`src/sv/tssr_pkg.sv`:
```
// Shared types, codes and helpers for the token stream spacing renderer.
package tssr_pkg;

    // Input op codes
    localparam logic [1:0] OP_BYTE  = 2'd0;
    localparam logic [1:0] OP_EMPTY = 2'd1;
    localparam logic [1:0] OP_EOS   = 2'd2;

    // Token kinds
    localparam logic [2:0] KIND_OTHER  = 3'd0;
    localparam logic [2:0] KIND_PUNCT  = 3'd1;
    localparam logic [2:0] KIND_STRING = 3'd2;
    localparam logic [2:0] KIND_CHAR   = 3'd3;
    localparam logic [2:0] KIND_NUMBER = 3'd4;

    // Characters
    localparam logic [7:0] CH_NEWLINE = 8'h0A;
    localparam logic [7:0] CH_SPACE   = 8'h20;
    localparam logic [7:0] CH_DOT     = 8'h2E;
    localparam logic [7:0] CH_PLUS    = 8'h2B;
    localparam logic [7:0] CH_MINUS   = 8'h2D;
    localparam logic [7:0] CH_UNDER   = 8'h5F;

    // Input beat
    typedef struct packed {
        logic [1:0] op;
        logic [7:0] text_byte;
        logic       first_of_token;
        logic [2:0] token_kind;
        logic       starts_line;
        logic       has_space;
    } t_in_beat;

    // Output beat
    typedef struct packed {
        logic [7:0] out_byte;
        logic       last;
    } t_out_beat;

    // Queue entry: one or two output bytes caused by one input beat
    typedef struct packed {
        logic       two_beats;
        logic [7:0] b0;
        logic [7:0] b1;
    } t_q_entry;

    // Head of the queue as seen by the back end
    typedef struct packed {
        logic     valid;
        t_q_entry entry;
    } t_q_head;

    // Identifier character: A-Z, a-z, 0-9, underscore
    function automatic logic is_ident(input logic [7:0] c);
        is_ident = (c >= 8'h41 && c <= 8'h5A) || (c >= 8'h61 && c <= 8'h7A) ||
                   (c >= 8'h30 && c <= 8'h39) || (c == CH_UNDER);
    endfunction

endpackage

```
`src/sv/token_stream_spacing_renderer_core.sv`:
```
// Top level of the token stream spacing renderer: front end, queue, back end.
//
//  Channel | Direction | Handshake                  | Beat
//  in      | input     | i_in_valid / o_in_stall    | t_in_beat (op, byte, token flags)
//  out     | output    | o_out_valid / i_out_stall  | t_out_beat (out_byte, last)
//
// One input beat is taken per cycle while the queue has room; the front end
// classifies it in the same cycle it is accepted.
// Each input beat yields zero, one or two output beats; the back end sends one
// per cycle while i_out_stall is low, so a separator costs one extra output beat.
// Reset is synchronous, active low; it clears the token state and empties the queue.
// A stalled output holds its beat; the queue absorbs up to DEPTH entries before
// o_in_stall rises.
module token_stream_spacing_renderer_core #(
    parameter int DEPTH = 4
) (
    input  logic                i_clk,
    input  logic                i_rst_n,
    input  logic                i_in_valid,
    output logic                o_in_stall,
    input  tssr_pkg::t_in_beat  i_in_data,
    output logic                o_out_valid,
    input  logic                i_out_stall,
    output tssr_pkg::t_out_beat o_out_data
);
    import tssr_pkg::*;

    logic     q_full;
    logic     push;
    t_q_entry push_entry;
    logic     pop;
    t_q_head  head;

    tssr_front u_front (
        .i_clk        (i_clk),
        .i_rst_n      (i_rst_n),
        .i_in_valid   (i_in_valid),
        .i_in_data    (i_in_data),
        .i_q_full     (q_full),
        .o_in_stall   (o_in_stall),
        .o_push       (push),
        .o_push_entry (push_entry)
    );

    tssr_queue #(
        .DEPTH (DEPTH)
    ) u_queue (
        .i_clk        (i_clk),
        .i_rst_n      (i_rst_n),
        .i_push       (push),
        .i_push_entry (push_entry),
        .i_pop        (pop),
        .o_full       (q_full),
        .o_head       (head)
    );

    tssr_back u_back (
        .i_clk       (i_clk),
        .i_rst_n     (i_rst_n),
        .i_head      (head),
        .i_out_stall (i_out_stall),
        .o_pop       (pop),
        .o_out_valid (o_out_valid),
        .o_out_data  (o_out_data)
    );

endmodule

```
`src/sv/tssr_front.sv`:
```
// Front end: accepts input beats, picks the separator and builds queue entries.
module tssr_front (
    input  logic              i_clk,
    input  logic              i_rst_n,
    input  logic              i_in_valid,
    input  tssr_pkg::t_in_beat i_in_data,
    input  logic              i_q_full,
    output logic              o_in_stall,
    output logic              o_push,
    output tssr_pkg::t_q_entry o_push_entry
);
    import tssr_pkg::*;

    logic       r_started;
    logic [2:0] r_prev_kind;
    logic [7:0] r_prev_last;
    logic       r_prev_empty;
    logic       n_started;
    logic [2:0] n_prev_kind;
    logic [7:0] n_prev_last;
    logic       n_prev_empty;

    logic       accept;
    logic       tok_start;
    logic       hazard;
    logic       sep_v;
    logic [7:0] sep;
    logic [7:0] a;
    logic [7:0] b;
    logic [2:0] kind;

    assign o_in_stall = i_q_full;
    assign accept     = i_in_valid && !i_q_full;
    assign a          = r_prev_last;
    assign b          = i_in_data.text_byte;
    assign kind       = i_in_data.token_kind;

    // Gluing hazard between previous token and current first byte
    always_comb begin
        hazard = 1'b0;
        if (!r_prev_empty) begin
            if (is_ident(a) && is_ident(b))                             hazard = 1'b1;
            if (r_prev_kind == KIND_PUNCT && kind == KIND_PUNCT)          hazard = 1'b1;
            if ((kind == KIND_STRING || kind == KIND_CHAR) && is_ident(a)) hazard = 1'b1;
            if (r_prev_kind == KIND_NUMBER &&
                (b == CH_DOT || b == CH_PLUS || b == CH_MINUS))          hazard = 1'b1;
            if (a == CH_DOT && kind == KIND_NUMBER)                       hazard = 1'b1;
        end
    end

    // Separator choice at a token start
    always_comb begin
        sep_v = 1'b0;
        sep   = CH_SPACE;
        if (r_started) begin
            if (i_in_data.starts_line) begin
                sep_v = 1'b1;
                sep   = CH_NEWLINE;
            end else if (i_in_data.has_space ||
                         (i_in_data.op == OP_BYTE && hazard)) begin
                sep_v = 1'b1;
                sep   = CH_SPACE;
            end
        end
    end

    assign tok_start = (i_in_data.op == OP_BYTE && (i_in_data.first_of_token || !r_started)) ||
                       (i_in_data.op == OP_EMPTY);

    // Entry build and state update
    always_comb begin
        o_push       = 1'b0;
        o_push_entry = '{two_beats: 1'b0, b0: b, b1: b};
        n_started    = r_started;
        n_prev_kind  = r_prev_kind;
        n_prev_last  = r_prev_last;
        n_prev_empty = r_prev_empty;
        unique case (i_in_data.op)
            OP_BYTE: begin
                o_push = accept;
                if (tok_start) begin
                    n_started   = 1'b1;
                    n_prev_kind = kind;
                    if (sep_v) begin
                        o_push_entry = '{two_beats: 1'b1, b0: sep, b1: b};
                    end
                end
                n_prev_last  = b;
                n_prev_empty = 1'b0;
            end
            OP_EMPTY: begin
                o_push       = accept && sep_v;
                o_push_entry = '{two_beats: 1'b0, b0: sep, b1: sep};
                n_started    = 1'b1;
                n_prev_kind  = kind;
                n_prev_empty = 1'b1;
            end
            OP_EOS: begin
                o_push       = accept && r_started;
                o_push_entry = '{two_beats: 1'b0, b0: CH_NEWLINE, b1: CH_NEWLINE};
                n_started    = 1'b0;
                n_prev_kind  = KIND_OTHER;
                n_prev_last  = 8'h00;
                n_prev_empty = 1'b1;
            end
            default: begin
                o_push = 1'b0;
            end
        endcase
    end

    always_ff @(posedge i_clk) begin
        if (!i_rst_n) begin
            r_started    <= 1'b0;
            r_prev_kind  <= KIND_OTHER;
            r_prev_last  <= 8'h00;
            r_prev_empty <= 1'b1;
        end else if (accept) begin
            r_started    <= n_started;
            r_prev_kind  <= n_prev_kind;
            r_prev_last  <= n_prev_last;
            r_prev_empty <= n_prev_empty;
        end
    end

endmodule

```
`src/sv/tssr_queue.sv`:
```
// Small FIFO of pending output entries between front and back ends.
module tssr_queue #(
    parameter int DEPTH = 4
) (
    input  logic               i_clk,
    input  logic               i_rst_n,
    input  logic               i_push,
    input  tssr_pkg::t_q_entry i_push_entry,
    input  logic               i_pop,
    output logic               o_full,
    output tssr_pkg::t_q_head  o_head
);
    import tssr_pkg::*;

    localparam int PW = (DEPTH > 1) ? $clog2(DEPTH) : 1;
    localparam int CW = $clog2(DEPTH + 1);

    t_q_entry        r_mem [DEPTH];
    logic [PW-1:0]   r_wr_ptr;
    logic [PW-1:0]   r_rd_ptr;
    logic [CW-1:0]   r_count;
    logic [PW-1:0]   n_wr_ptr;
    logic [PW-1:0]   n_rd_ptr;
    logic            do_push;
    logic            do_pop;

    assign o_full  = (r_count == CW'(DEPTH));
    assign do_push = i_push && !o_full;
    assign do_pop  = i_pop && (r_count != '0);

    assign o_head.valid = (r_count != '0);
    assign o_head.entry = r_mem[r_rd_ptr];

    // Pointer wrap
    assign n_wr_ptr = (r_wr_ptr == PW'(DEPTH - 1)) ? '0 : r_wr_ptr + 1'b1;
    assign n_rd_ptr = (r_rd_ptr == PW'(DEPTH - 1)) ? '0 : r_rd_ptr + 1'b1;

    // Storage
    always_ff @(posedge i_clk) begin
        if (do_push) begin
            r_mem[r_wr_ptr] <= i_push_entry;
        end
    end

    // Control
    always_ff @(posedge i_clk) begin
        if (!i_rst_n) begin
            r_wr_ptr <= '0;
            r_rd_ptr <= '0;
            r_count  <= '0;
        end else begin
            if (do_push) r_wr_ptr <= n_wr_ptr;
            if (do_pop)  r_rd_ptr <= n_rd_ptr;
            case ({do_push, do_pop})
                2'b10:   r_count <= r_count + 1'b1;
                2'b01:   r_count <= r_count - 1'b1;
                default: r_count <= r_count;
            endcase
        end
    end

    a_count_bound: assert property (@(posedge i_clk) disable iff (!i_rst_n)
        r_count <= CW'(DEPTH))
        else $error("queue count above depth");

    a_no_push_full: assert property (@(posedge i_clk) disable iff (!i_rst_n)
        !(i_push && o_full))
        else $error("push into full queue");

    a_no_pop_empty: assert property (@(posedge i_clk) disable iff (!i_rst_n)
        i_pop |-> o_head.valid)
        else $error("pop from empty queue");

endmodule

```
`src/sv/tssr_back.sv`:
```
// Back end: drains queue entries as one or two output beats.
module tssr_back (
    input  logic                i_clk,
    input  logic                i_rst_n,
    input  tssr_pkg::t_q_head   i_head,
    input  logic                i_out_stall,
    output logic                o_pop,
    output logic                o_out_valid,
    output tssr_pkg::t_out_beat o_out_data
);
    import tssr_pkg::*;

    logic r_phase;
    logic first_of_two;
    logic beat_done;

    assign o_out_valid  = i_head.valid;
    assign first_of_two = i_head.entry.two_beats && !r_phase;
    assign beat_done    = o_out_valid && !i_out_stall;
    assign o_pop        = beat_done && !first_of_two;

    // Beat select
    always_comb begin
        o_out_data.last     = !first_of_two;
        o_out_data.out_byte = (i_head.entry.two_beats && r_phase) ? i_head.entry.b1
                                                                  : i_head.entry.b0;
    end

    always_ff @(posedge i_clk) begin
        if (!i_rst_n) begin
            r_phase <= 1'b0;
        end else if (beat_done) begin
            r_phase <= first_of_two;
        end
    end

    a_phase_two: assert property (@(posedge i_clk) disable iff (!i_rst_n)
        r_phase |-> (i_head.valid && i_head.entry.two_beats))
        else $error("second phase without a two-beat entry");

    a_second_last: assert property (@(posedge i_clk) disable iff (!i_rst_n)
        (beat_done && !o_out_data.last) |=> (o_out_valid && o_out_data.last))
        else $error("first beat not followed by last beat");

    a_pop_last: assert property (@(posedge i_clk) disable iff (!i_rst_n)
        o_pop |-> o_out_data.last)
        else $error("entry popped before its last beat");

endmodule
```
`config.mk`:
```
export PLATFORM = sky130hd
export DESIGN_NAME = token_stream_spacing_renderer_core
export DESIGN_NICKNAME = d
export VERILOG_FILES = /design/src/sv/tssr_pkg.sv /design/src/sv/token_stream_spacing_renderer_core.sv /design/src/sv/tssr_front.sv /design/src/sv/tssr_queue.sv /design/src/sv/tssr_back.sv
export SDC_FILE = /design/constraint.sdc
export NUM_CORES = 1
export LEC_CHECK = 0
export BUFFER_PORTS_ARGS = -buffer_cell sky130_fd_sc_hd__buf_2
export CAP_MARGIN = 10
export CORE_MARGIN = 5
export CORE_UTILIZATION = 60
export DETAILED_ROUTE_END_ITERATION = 8
export GPL_TIMING_DRIVEN = 0
export HOLD_SLACK_MARGIN = 0.1
export PLACE_DENSITY = 0.85
export SLEW_MARGIN = 0
export SYNTH_ARGS = -nofsm -noshare
export SYNTH_HDL_FRONTEND = slang
export SYNTH_HIERARCHICAL = 1
export SYNTH_SLANG_ARGS = --single-unit
```
`constraint.sdc`:
```
create_clock -name i_clk -period 3.4 [get_ports i_clk]
set_clock_uncertainty 0.15 [all_clocks]
set_input_delay 0.17 -clock i_clk [delete_from_list [all_inputs] [get_ports i_clk]]
set_output_delay 0.17 -clock i_clk [all_outputs]
set_load 0.03 [all_outputs]
```
* Word level (Yosys, flattened, before mapping)
Memory sizes are Yosys's and may differ from the RTL's. A register that Yosys moved wholly into a read port is not among the register bits.
Index checks and enable logic that the tools add are counted.
** Storage, ports and cells
- Bits in latches :: 0
- Logic and storage cells :: 123
- RAM bits :: 68
- Memories kept :: 1
- Flip-flop bits (word level) :: 21
- ROM bits :: 0
** Cells by class
- Order comparisons :: 12
- Shifts and indexed selects :: 0
- Divide/modulo/power cells :: 0
- Muxes and demuxes :: 29
- Bitwise operators :: 0
- Equality and inequality tests :: 20
- Reduce and logical (&&, ||, !) cells :: 49
- Add/sub/neg operators :: 4
- Multipliers :: 0
** Memories
- u_queue.r_mem :: depth 4, bits a word 17, rd ports 1, clocked after Yosys merged registers in 1, write ports 1, line tssr_queue.sv:18 : t_q_entry r_mem [DEPTH];
** Operator list (number)
- one-hot mux 17 bit (3 select lines) :: 1
- 2-to-1 mux 17 bit :: 2
- == test 8 x 6 -> 1 bit, second input constant :: 4
- >= comparator 8 x 7 -> 1 bit, second input constant :: 4
- less-or-equal comparator 8 x 7 -> 1 bit, second input constant :: 4
- logical AND 1 bit :: 22
- == test 8 x 7 -> 1 bit, second input constant :: 2
- >= comparator 8 x 6 -> 1 bit, second input constant :: 2
- less-or-equal comparator 8 x 6 -> 1 bit, second input constant :: 2
- 2-to-1 mux 8 bit :: 2
- one-hot mux 8 bit (2 select lines) :: 1
- logical OR 1 bit :: 12
- 2-to-1 mux 1 bit :: 12
- == test 3 bit, second input constant :: 3
- one-hot mux 3 bit (3 select lines) :: 1
- == test 2 bit, second input constant :: 4
- 2-to-1 mux 2 bit :: 4
- == test 3 x 1 -> 1 bit, second input constant :: 2
- == test 3 x 2 -> 1 bit, second input constant :: 2
- 2-to-1 mux 6 bit :: 1
- one-hot mux 1 bit (3 select lines) :: 2
- one-hot mux 3 bit (2 select lines) :: 1
- nonzero test 2 bit :: 3
- nonzero test 3 bit :: 2
- 12 further kinds :: 19

* Depth between registers and ports, before layout
- Depth after elaboration :: 22
- Depth in mapped cells :: 14

* By module
The synthesis kept the hierarchy.
** By module, submodules not included
- tssr_queue :: sequential area each 2222.1 um^2, cells each 145, times used 1, area each 2987.9 um^2
- tssr_front :: sequential area each 260.2 um^2, cells each 131, times used 1, area each 1042.2 um^2
- tssr_back :: sequential area each 20.0 um^2, cells each 17, times used 1, area each 173.9 um^2

* Least setup slack after synthesis
No wires, ideal clock.
- Path kind :: register to register
- Start point :: register with a tool-made name
- End point :: register u_queue.r_count[2]
- Path buffers :: 2
- Setup slack :: 258 ps
- Cell stages (with the launch flop) :: 14
- Setup time :: 76 ps
- Period minus slack after synthesis :: 3142 ps
- Arrival time :: 2917 ps
- Path through :: dfxtp_1 -> buf_6 -> buf_12 -> mux4_2 -> nand2b_1 -> and2_2 -> o31ai_1 -> inv_1 -> ha_1 -> inv_1 -> fa_1 -> xor2_1 -> or3_1 -> a21boi_0
** RTL lines
- end signal, assigned :: line tssr_queue.sv:55 : 2'b10: r_count <= r_count + 1'b1;
- end signal, assigned :: line tssr_queue.sv:56 : 2'b01: r_count <= r_count - 1'b1;
- end signal, assigned :: line tssr_queue.sv:57 : default: r_count <= r_count;
- end, declared :: line tssr_queue.sv:21 : logic [CW-1:0] r_count;

==> summary.md <==
| Metric | Value |
|---|---|
| Outcome | completed |
| Input/output buffers | 30 |
| Reg2reg setup slack | around 0.23 ns |
| Final nets | 379 |
| Number of global-route vias before repair | about 2.6k |
| GP Congestion | between 0.8 and 0.9 |
| Iteration count of the initial detailed-routing pass | 4 |
| CP Max Fanout | 10 |
| Routed vias | 2594 |
| Wire length per cell | between 15 and 20 um |
| Slew @ Worst Pin | slightly above 0.9 ns |
| CP Launch Type | flip-flop |
| Met2 Routed Length | around 4200 um |
| R2r endpoint | u_queue/r_count[2] |
| Cell chain of the critical path | buf_2 > buf_2 > mux4_2 > nand2b_1 > and2_2 > o31ai_1 > inv_1 > ha_1 > inv_1 > fa_1 > xor2_1 > or3_1 > a21boi_0 |
| Worst EP required | 3.53 ns |
| Die height | roughly 94 um |
| RSZ-0062 raised after global routing | false |
| CTS buffer count | 9 |
| Period utilisation layout | ~93% |
| CTS H-Tree Depth | 3 |
| Total GRT Usage | between 10% and 20% |
| Avg Cell Area, Syn | 14.3 um^2 |
| Power density cells | 426 nW/um^2 |
| First-pass GRT wire length | 12800 um |
| FFs w/ async S/R, synth | 0% |
| Hold Path Class | in2reg |
| Die width | ~94 um |
| Share of cells above drive strength 1 | between 20% and 30% |
| Setup TNS | 0 ns |
| Drt via density | approximately 5.8 |
| Max stage delay on crit path | about 0.38 ns |
| Core area | roughly 6800 um^2 |
| CP bufs+invs | 4 |
| VDD IR max | between 0.2 and 0.25 mV |
| Netlist cell types | 54 |
| Hold Path Sink | u_front/r_prev_kind[1] |
| Clock slew at reported path FFs | approximately 0.090 ns |
| Initial core utilization | about 62% |
| FF+latch count, synth | just over 90 |
| Initial antenna violation count | 0 |
| Layout area overhead | 13.6% |
| Arr. time, crit path | about 3.3 ns |
| Max-cap viol count | 0 |
| Hold buffers post-CTS | 14 |
| Worst skew pair latency | approximately 0.35 ns |
| Final Setup Violations | 0 |
| Worst-case reg-to-reg path depth | 13 |
| Largest net degree at the start of global routing | 18 |
| TritonCTS clock tree | done |
| Fin. max-slew vios | 0 |
| Synth warn | 6 |
| Wl on met1 | 3410 um |
| Worst Setup Path Type | reg2reg |
| Syn Nets | 324 |
| 1st-iter DRT viols | ~170 |
| Post-CTS Resized | 0 |
| Crit path capture type | flip-flop |
| Leakage | around 1.7 nW |
| Hold Violations, Final | 0 |
| Root buf cell | clkbuf_8 |
| Synth top area share | 48.6% |
| Grt total ovfl | 0 |
| Top Family by Delay on Critical Path | buffers and inverters |
| Routed wl met3 | about 280 um |
| Multi-input logic area | about 1600 um^2 |
| Hold Path Depth | 5 |
| Tmin final | around 3.2 ns |
| Placement Setup Slack | about 0.19 ns |
| Post-DP HPWL | 5290 um |
| Antenna Violating Nets Remaining | 0 |
| CTS Buffer Depth | 2 |
| Total setup buffers inserted after CTS | 0 |
| Worst slew margin | ~39% |
| Sequential element share of the synthesized area | roughly 60% |
| Die ar. | around 8800 um^2 |
| Ranking of synthesized cells by area | edfxtp_1 (49%), dfxtp_1 (11%), mux4_2 (5.4%) |
| Ports | 31 |
| Hold path start | i_in_data[3] |
| Register area | around 2500 um^2 |
| Sink Count | between 90 and 100 |
| Synthesized instance count | between 200 and 300 |
| Mapped Area | between 4000 and 5000 um^2 |
| Remaining DRCs | 0 |
| Post-Route WL | about 8000 um |
| Number of synthesized flops with an enable pin | 68 |
| Row cnt | 30 |
| ANT cells | 0 |
| Fillers | approximately 470 |
| Top routing layer used | met4 |
| Final worst setup slack | 0.228 ns |
| Slowest CP cell | mux4_2 |
| Largest area contributor in the netlist | edfxtp_1 |
| Peak Freq | around 0.32 GHz |
| Ys flop type | edfxtp_1 |
cell type report:
class                      count  area share [%]
multi-input combinational    175            32.6
tap                           96            2.51
timing repair buffer          44            6.08
clock buffer                  11            2.75
buffer                        12            1.83
sequential                    91            52.4
inverter                      15            1.18
clock inverter                 5           0.655
placed cells by master (no fill, tap or decap), types with 10 or more instances in the layout:
cell           count
inv_1             15
edfxtp_1          68
dfxtp_1           23
mux4_2            10
and2_1            13
nand2_1           12
buf_2             33
nor2b_1           17
ha_1              10
dlygate4sd3_1     14
registers in the layout, indices dropped and copies added (netlist names), named ones only:
name and flops:
u_back/r_phase 1, u_front/a 8, u_front/r_prev_empty 1, u_front/r_prev_kind 3
u_front/r_started 1, u_queue/r_count 3, u_queue/r_mem 68, u_queue/r_rd_ptr 2
u_queue/r_wr_ptr 2
kinds of logic after synthesis:
| logic type | after synthesis | synth area share [%] |
|---|---|---|
| compound gates | 43 | 7.20 |
| xor+xnor | 3 | 0.625 |
| flops | 91 | 59.5 |
| buf+inv | 27 | 3.42 |
| mux | 30 | 13.2 |
| fa+ha+maj | 11 | 3.45 |
| simple gates | 88 | 12.6 |
worst reg2reg max path: stages (launching register included):
cell and delay [ns]:
dfxtp_1 0.31, buf_2 0.21, buf_2 0.32, mux4_2 0.38, nand2b_1 0.13, and2_2 0.16, o31ai_1 0.14, inv_1 0.09
ha_1 0.17, inv_1 0.06, fa_1 0.38, xor2_1 0.16, or3_1 0.30, a21boi_0 0.16
stage by stage:
stage | hold slack [ns] | util [%] | total power [mW] | area, um^2 | instances
floorplan | 0.148 | - | 1.37 | 4200 | 293
global placement | 0.332 | 65.9 | 1.42 | 4470 | 419
detailed placement | 0.340 | 65.9 | 1.42 | 4470 | 419
CTS | 0.123 | 70.3 | 2.04 | 4780 | 449
global route | 0.153 | 70.3 | 2.12 | 4780 | 449
finish | 0.148 | 70.3 | 2.03 | 4780 | 449
layer usage:
layer,up-vias,track usage [%]
met5,-,0
li1,1228,-
met2,64,33.1
met4,0,7.82
met1,1290,25.2
met3,12,2.96
how the worst max path moves through the flow:
stage                         endpoint  slack [ns]  depth (start not counted)
floorplan           u_queue/r_count[2]        0.26                         13
global placement    u_queue/r_count[2]        0.27                         13
detailed placement  u_queue/r_count[2]        0.19                         13
CTS                 u_queue/r_count[2]        0.18                         13
global route        u_queue/r_count[2]        0.02                         13
finish              u_queue/r_count[2]        0.23                         13
synthesized netlist by cell type, types with 5 or more instances:
library cell	instances
nand2b_1	5
mux4_1	7
mux4_2	10
edfxtp_1	68
o21ai_0	6
inv_1	15
nor2_1	9
ha_1	10
nand2_1	12
dfxtp_1	23
mux2_2	8
a22oi_1	9
nand3_1	5
and2_1	13
nor2b_1	17
where the power goes:
part | internal, mW | total [mW] | switching (mW)
clock network | 0.264 | 0.621 | 0.357
logic | 0.0789 | 0.183 | 0.104
registers | 1.22 | 1.23 | 0.0125
(Power assumes the default switching activity.)
